### src/rtl/npd_pkg.sv
// Shared types, constants and the multiply schedule for the nearest polyline distance block.
package npd_pkg;

    localparam int COORD_BITS = 30;
    localparam int IDX_BITS   = 10;
    localparam int DIST_BITS  = 31;
    localparam int SQ_BITS    = 62;
    localparam int RANK_BITS  = 3;
    localparam int KCNT_BITS  = 4;
    localparam int MAX_K      = 8;
    localparam int QDEPTH     = 4;

    typedef logic signed [COORD_BITS-1:0] coord_t;

    localparam logic [1:0] KIND_QUERY = 2'd0;
    localparam logic [1:0] KIND_OPEN  = 2'd1;
    localparam logic [1:0] KIND_NEXT  = 2'd2;
    localparam logic [1:0] KIND_SEG   = 2'd3;

    typedef struct packed {
        logic [1:0] kind;
        logic       last_vtx;
        coord_t     x;
        coord_t     y;
        coord_t     z;
    } item_t;

    localparam logic [1:0] MODE_NEAREST = 2'd0;
    localparam logic [1:0] MODE_KNN     = 2'd1;
    localparam logic [1:0] MODE_ALL     = 2'd2;

    localparam logic CFG_MODE = 1'b0;
    localparam logic CFG_K    = 1'b1;

    localparam logic [3:0] SRC_AB0 = 4'd0;
    localparam logic [3:0] SRC_AB1 = 4'd1;
    localparam logic [3:0] SRC_AB2 = 4'd2;
    localparam logic [3:0] SRC_AP0 = 4'd3;
    localparam logic [3:0] SRC_AP1 = 4'd4;
    localparam logic [3:0] SRC_AP2 = 4'd5;
    localparam logic [3:0] SRC_BP0 = 4'd6;
    localparam logic [3:0] SRC_BP1 = 4'd7;
    localparam logic [3:0] SRC_BP2 = 4'd8;
    localparam logic [3:0] SRC_CLO = 4'd9;
    localparam logic [3:0] SRC_CHI = 4'd10;

    localparam logic [3:0] DST_LEN   = 4'd0;
    localparam logic [3:0] DST_DOT1  = 4'd1;
    localparam logic [3:0] DST_DOT2  = 4'd2;
    localparam logic [3:0] DST_NAP   = 4'd3;
    localparam logic [3:0] DST_NBP   = 4'd4;
    localparam logic [3:0] DST_T1    = 4'd5;
    localparam logic [3:0] DST_CMAG  = 4'd6;
    localparam logic [3:0] DST_NUM0  = 4'd7;
    localparam logic [3:0] DST_NUM32 = 4'd8;
    localparam logic [3:0] DST_NUM62 = 4'd9;

    localparam logic [4:0] STEP_ENDPT = 5'd14;
    localparam logic [4:0] STEP_LAST  = 5'd29;

    typedef struct packed {
        logic [3:0] src_a;
        logic [3:0] src_b;
        logic [3:0] dst;
    } mul_op_t;

    // Schedule of the shared multiplier: norms and dots first, then cross terms.
    function automatic mul_op_t mul_op(input logic [4:0] step);
        mul_op_t r;
        case (step)
            5'd0:  r = '{SRC_AB0, SRC_AB0, DST_LEN};
            5'd1:  r = '{SRC_AB1, SRC_AB1, DST_LEN};
            5'd2:  r = '{SRC_AB2, SRC_AB2, DST_LEN};
            5'd3:  r = '{SRC_AB0, SRC_AP0, DST_DOT1};
            5'd4:  r = '{SRC_AB1, SRC_AP1, DST_DOT1};
            5'd5:  r = '{SRC_AB2, SRC_AP2, DST_DOT1};
            5'd6:  r = '{SRC_AB0, SRC_BP0, DST_DOT2};
            5'd7:  r = '{SRC_AB1, SRC_BP1, DST_DOT2};
            5'd8:  r = '{SRC_AB2, SRC_BP2, DST_DOT2};
            5'd9:  r = '{SRC_AP0, SRC_AP0, DST_NAP};
            5'd10: r = '{SRC_AP1, SRC_AP1, DST_NAP};
            5'd11: r = '{SRC_AP2, SRC_AP2, DST_NAP};
            5'd12: r = '{SRC_BP0, SRC_BP0, DST_NBP};
            5'd13: r = '{SRC_BP1, SRC_BP1, DST_NBP};
            5'd14: r = '{SRC_BP2, SRC_BP2, DST_NBP};
            5'd15: r = '{SRC_AB1, SRC_AP2, DST_T1};
            5'd16: r = '{SRC_AB2, SRC_AP1, DST_CMAG};
            5'd17: r = '{SRC_CLO, SRC_CLO, DST_NUM0};
            5'd18: r = '{SRC_CHI, SRC_CLO, DST_NUM32};
            5'd19: r = '{SRC_CHI, SRC_CHI, DST_NUM62};
            5'd20: r = '{SRC_AB2, SRC_AP0, DST_T1};
            5'd21: r = '{SRC_AB0, SRC_AP2, DST_CMAG};
            5'd22: r = '{SRC_CLO, SRC_CLO, DST_NUM0};
            5'd23: r = '{SRC_CHI, SRC_CLO, DST_NUM32};
            5'd24: r = '{SRC_CHI, SRC_CHI, DST_NUM62};
            5'd25: r = '{SRC_AB0, SRC_AP1, DST_T1};
            5'd26: r = '{SRC_AB1, SRC_AP0, DST_CMAG};
            5'd27: r = '{SRC_CLO, SRC_CLO, DST_NUM0};
            5'd28: r = '{SRC_CHI, SRC_CLO, DST_NUM32};
            5'd29: r = '{SRC_CHI, SRC_CHI, DST_NUM62};
            default: r = '{SRC_AB0, SRC_AB0, DST_LEN};
        endcase
        return r;
    endfunction

endpackage

### src/rtl/npd_queue.sv
// Small FIFO between the front and back ends.
module npd_queue (
    input  logic           clk,
    input  logic           rst_n,
    input  logic           push,
    input  npd_pkg::item_t push_item,
    output logic           space,
    input  logic           pop,
    output logic           pop_valid,
    output npd_pkg::item_t pop_item
);
    import npd_pkg::*;

    localparam int PTR_BITS = $clog2(QDEPTH);

    item_t                 mem_reg [QDEPTH];
    logic [PTR_BITS-1:0]   wr_reg;
    logic [PTR_BITS-1:0]   rd_reg;
    logic [PTR_BITS:0]     fill_reg;

    assign space     = fill_reg != (PTR_BITS + 1)'(QDEPTH);
    assign pop_valid = fill_reg != '0;
    assign pop_item  = mem_reg[rd_reg];

    always_ff @(posedge clk)
    begin
        if (push)
            mem_reg[wr_reg] <= push_item;
    end

    always_ff @(posedge clk or negedge rst_n)
    begin
        if (!rst_n)
        begin
            wr_reg   <= '0;
            rd_reg   <= '0;
            fill_reg <= '0;
        end
        else
        begin
            if (push)
                wr_reg <= wr_reg + 1'b1;
            if (pop)
                rd_reg <= rd_reg + 1'b1;
            if (push && !pop)
                fill_reg <= fill_reg + 1'b1;
            else if (pop && !push)
                fill_reg <= fill_reg - 1'b1;
        end
    end

endmodule

### config.mk
export PLATFORM = sky130hd
export DESIGN_NAME = npd_queue
export DESIGN_NICKNAME = d
export VERILOG_FILES = /design/src/rtl/npd_pkg.sv /design/src/rtl/npd_queue.sv
export SDC_FILE = /design/constraint.sdc
export NUM_CORES = 1
export LEC_CHECK = 0
export ABC_CLOCK_PERIOD_IN_PS = 3700
export CORE_MARGIN = 2
export CORE_UTILIZATION = 35
export CTS_CLUSTER_SIZE = 24
export DETAILED_ROUTE_END_ITERATION = 8
export DONT_BUFFER_PORTS = 1
export PLACE_DENSITY = 0.55
export SKIP_LAST_GASP = 1
export SLEW_MARGIN = 20
export SYNTH_ARGS = -nofsm -noshare
export SYNTH_HDL_FRONTEND = slang
export SYNTH_SLANG_ARGS = --single-unit
### constraint.sdc
create_clock -name clk -period 3.7 [get_ports clk]
set_input_delay 0.555 -clock clk [delete_from_list [all_inputs] [get_ports clk]]
set_output_delay 0.555 -clock clk [all_outputs]
set_load 0.05 [all_outputs]
==> results.tsv <==
metric	value	unit
outcome	completed	
routability cong.	0.663	
IO Pins	192	
Worst Hold Path Cells	1	
peak supply drop	0.424	mV
Post-DP HPWL	15100	um
gr busiest metal	met2	
Setup violations, final	0	
Tcrit/Tclk final	77.9	%
Sequential Power Share	40.0	%
area delta synth->final	13.5	%
most common cell after layout, fill and taps aside	edfxtp_1	
root buf cell	clkbuf_16	
Cells after Synth	521	
Critical Path Fanout Max	45	
pin count of the biggest net entering global routing	51	
CTS clk-pin slew, worst paths	60	ps
clock tree buffer depth	3	
Worst-Skew Late Latency	540	ps
Post-route DRC	0	
vias in the first global route	6022	
number of synthesized register bits	379	
switching share of power	38.0	%
n_diodes	0	
max-cap violation count	0	
first-pass GRT wire length	37600	um
Synth top area share	80.6	%
Max Clock Skew	16.6	ps
fin area	0.0157	mm2
post-synth top area cell	edfxtp_1	
starting DRC count in detailed routing	292	
Yosys cell types	19	
Die Footprint	0.0412	mm2
syn_nets	624	
combinational power share	34.2	%
grt met2 use	20.7	%
post-CTS sizing	0	
CP Data Arrival Time	2330	ps
reg2reg start	wr_reg[1]	
Crit path required time	3140	ps
cells on worst reg2reg path	4	
final hold violation count	0	
Via density	4.93	
Int Power	9.21	mW
total wire length	25100	um
GR Layer Usage met1	14.2	%
Slew Viols, Final	0	
sequential fraction of the synthesis area	81.8	%
CTS Buf Count	39	
endpoint type of the worst setup path	output pin	
grt total ovfl	0	
DR vias	5400	
Sw Pwr	5.64	mW
min Tclk post-route	2880	ps
Worst Tran Pin Value	882	ps
Post-DP Area	0.0145	mm2
Avg Cell Area, Syn	26.6	um2
routing usage on met3	5.44	%
hold path start	pop	
Max Freq	347	MHz
r2r endpoint	mem_reg[1][54]	
clock sink total	379	
Final ANT Viol Nets	0	
Crit Path Class	reg -> out	
width of the die	203	um
clock share of power	25.8	%
Worst slew margin	41.2	%
Port Buffer Count	0	
H-tree Lvls	2	
Net count, final	653	
Core Box Area	0.0389	mm2
pwr dens	944	mW/mm2
Avg WL per Cell	22.9	um
Synth Cell Area	0.0139	mm2
CP startpoint	rd_reg[0]	
Hold Path Class	in -> reg	
antenna violations before repair	0	
drt pass-1 iters	7	
Hold EP	rd_reg[0]	
Sum Neg Setup Slack	0	ps
die height	203	um
share of cells above drive strength 1	27.5	%
most frequent cells in the layout	edfxtp_1 (372), mux4_2 (93), clkbuf_16 (41), clkinv_1 (9), clkbuf_1 (9)	
synth top area cells	edfxtp_1 (81%), mux4_2 (15%), dfrtp_1 (1.3%)	
placement row count	72	
YS warnings	0	
CTS tree	built	
all-layer global routing usage	12.4	%
Worst Setup Start Kind	register	
unrepaired setup endpoints after global routing	no	
initial core utilization	35.6	%
R2R Setup Slk	1620	ps
Largest register FFs	372	
Lkg Pwr	4.88	nW
-- cells in the mapped netlist --
cell	n
edfxtp_1	372
ha_1	5
and2_1	4
fa_1	1
buf_2	7
inv_1	4
buf_4	4
xnor2_1	2
mux4_2	93
o21ai_0	1
buf_6	1
nand2_1	3
buf_12	6
xor2_1	4
dfrtp_1	7
mux2_2	1
nor2_1	2
or3_1	1
buf_1	3
-- metrics by stage --
stage               worst slack [ps]  hold slack (ps)  std cells  utilization, %  power, mW
floorplan                        468              259        521               -       10.6
global placement                1340              260       1026            37.2       11.2
detailed placement              1320              260       1026            37.2       11.3
CTS                              722             54.4       1096            40.4       15.1
global route                     647             57.5       1096            40.4       15.4
finish                           817             95.7       1096            40.4       14.9
-- cell families after synthesis --
kind of cell / after synthesis / share of synthesized area, %
muxes: 94 / 15.2
buffers and inverters: 25 / 1.61
DFF: 379 / 81.8
xor gates and xnor gates: 6 / 0.379
adders and majority gates: 6 / 0.596
and+or+nand+nor: 10 / 0.361
AOI/OAI and AO/OA: 1 / 0.0361
-- final cells by class --
cell class	instances	area, um2
Fill cell	3385	23200
Clock buffer	50	1060
Multi-Input combinational cell	117	2310
Timing Repair Buffer	9	158
Sequential cell	379	11400
Inverter	4	15.0
Tap cell	518	648
Clock inverter	19	196
-- power groups by stage --
stage	logic [mW]	registers, mW	clock network, mW
finish	5.09	5.94	3.83
global route	5.32	6.03	4.09
CTS	5.21	5.97	3.94
detailed placement	5.20	6.06	0
global placement	5.15	6.01	0
floorplan	4.70	5.89	0
-- worst max-delay path by stage --
stage	cells past startpoint	end	slack (ps)
6_report	2	pop_item[31]	820
4_1_cts	2	pop_item[31]	720
2_1_floorplan	3	mem_reg[2][0]	470
3_3_place_gp	2	pop_item[31]	1340
5_1_grt	2	pop_item[31]	650
3_5_place_dp	2	pop_item[31]	1320
-- metal layers --
layer	vias up	routed length (um)
met1	2880	9570
met4	0	688
li1	2297	-
met5	-	0
met2	172	12500
met3	51	2320
-- worst max-delay path, cell delays in order (launching register included) --
cell and delay [ps]:
dfrtp_4 610, buf_12 360, mux4_2 730
-- what timing repair did --
item,CTS,global route
endpoints found under the setup margin,0,0
buffers inserted,0,0
hold buffers,1,0
endpoints found under the hold margin,7,0
Note: power is estimated with default switching activity, not from simulation.
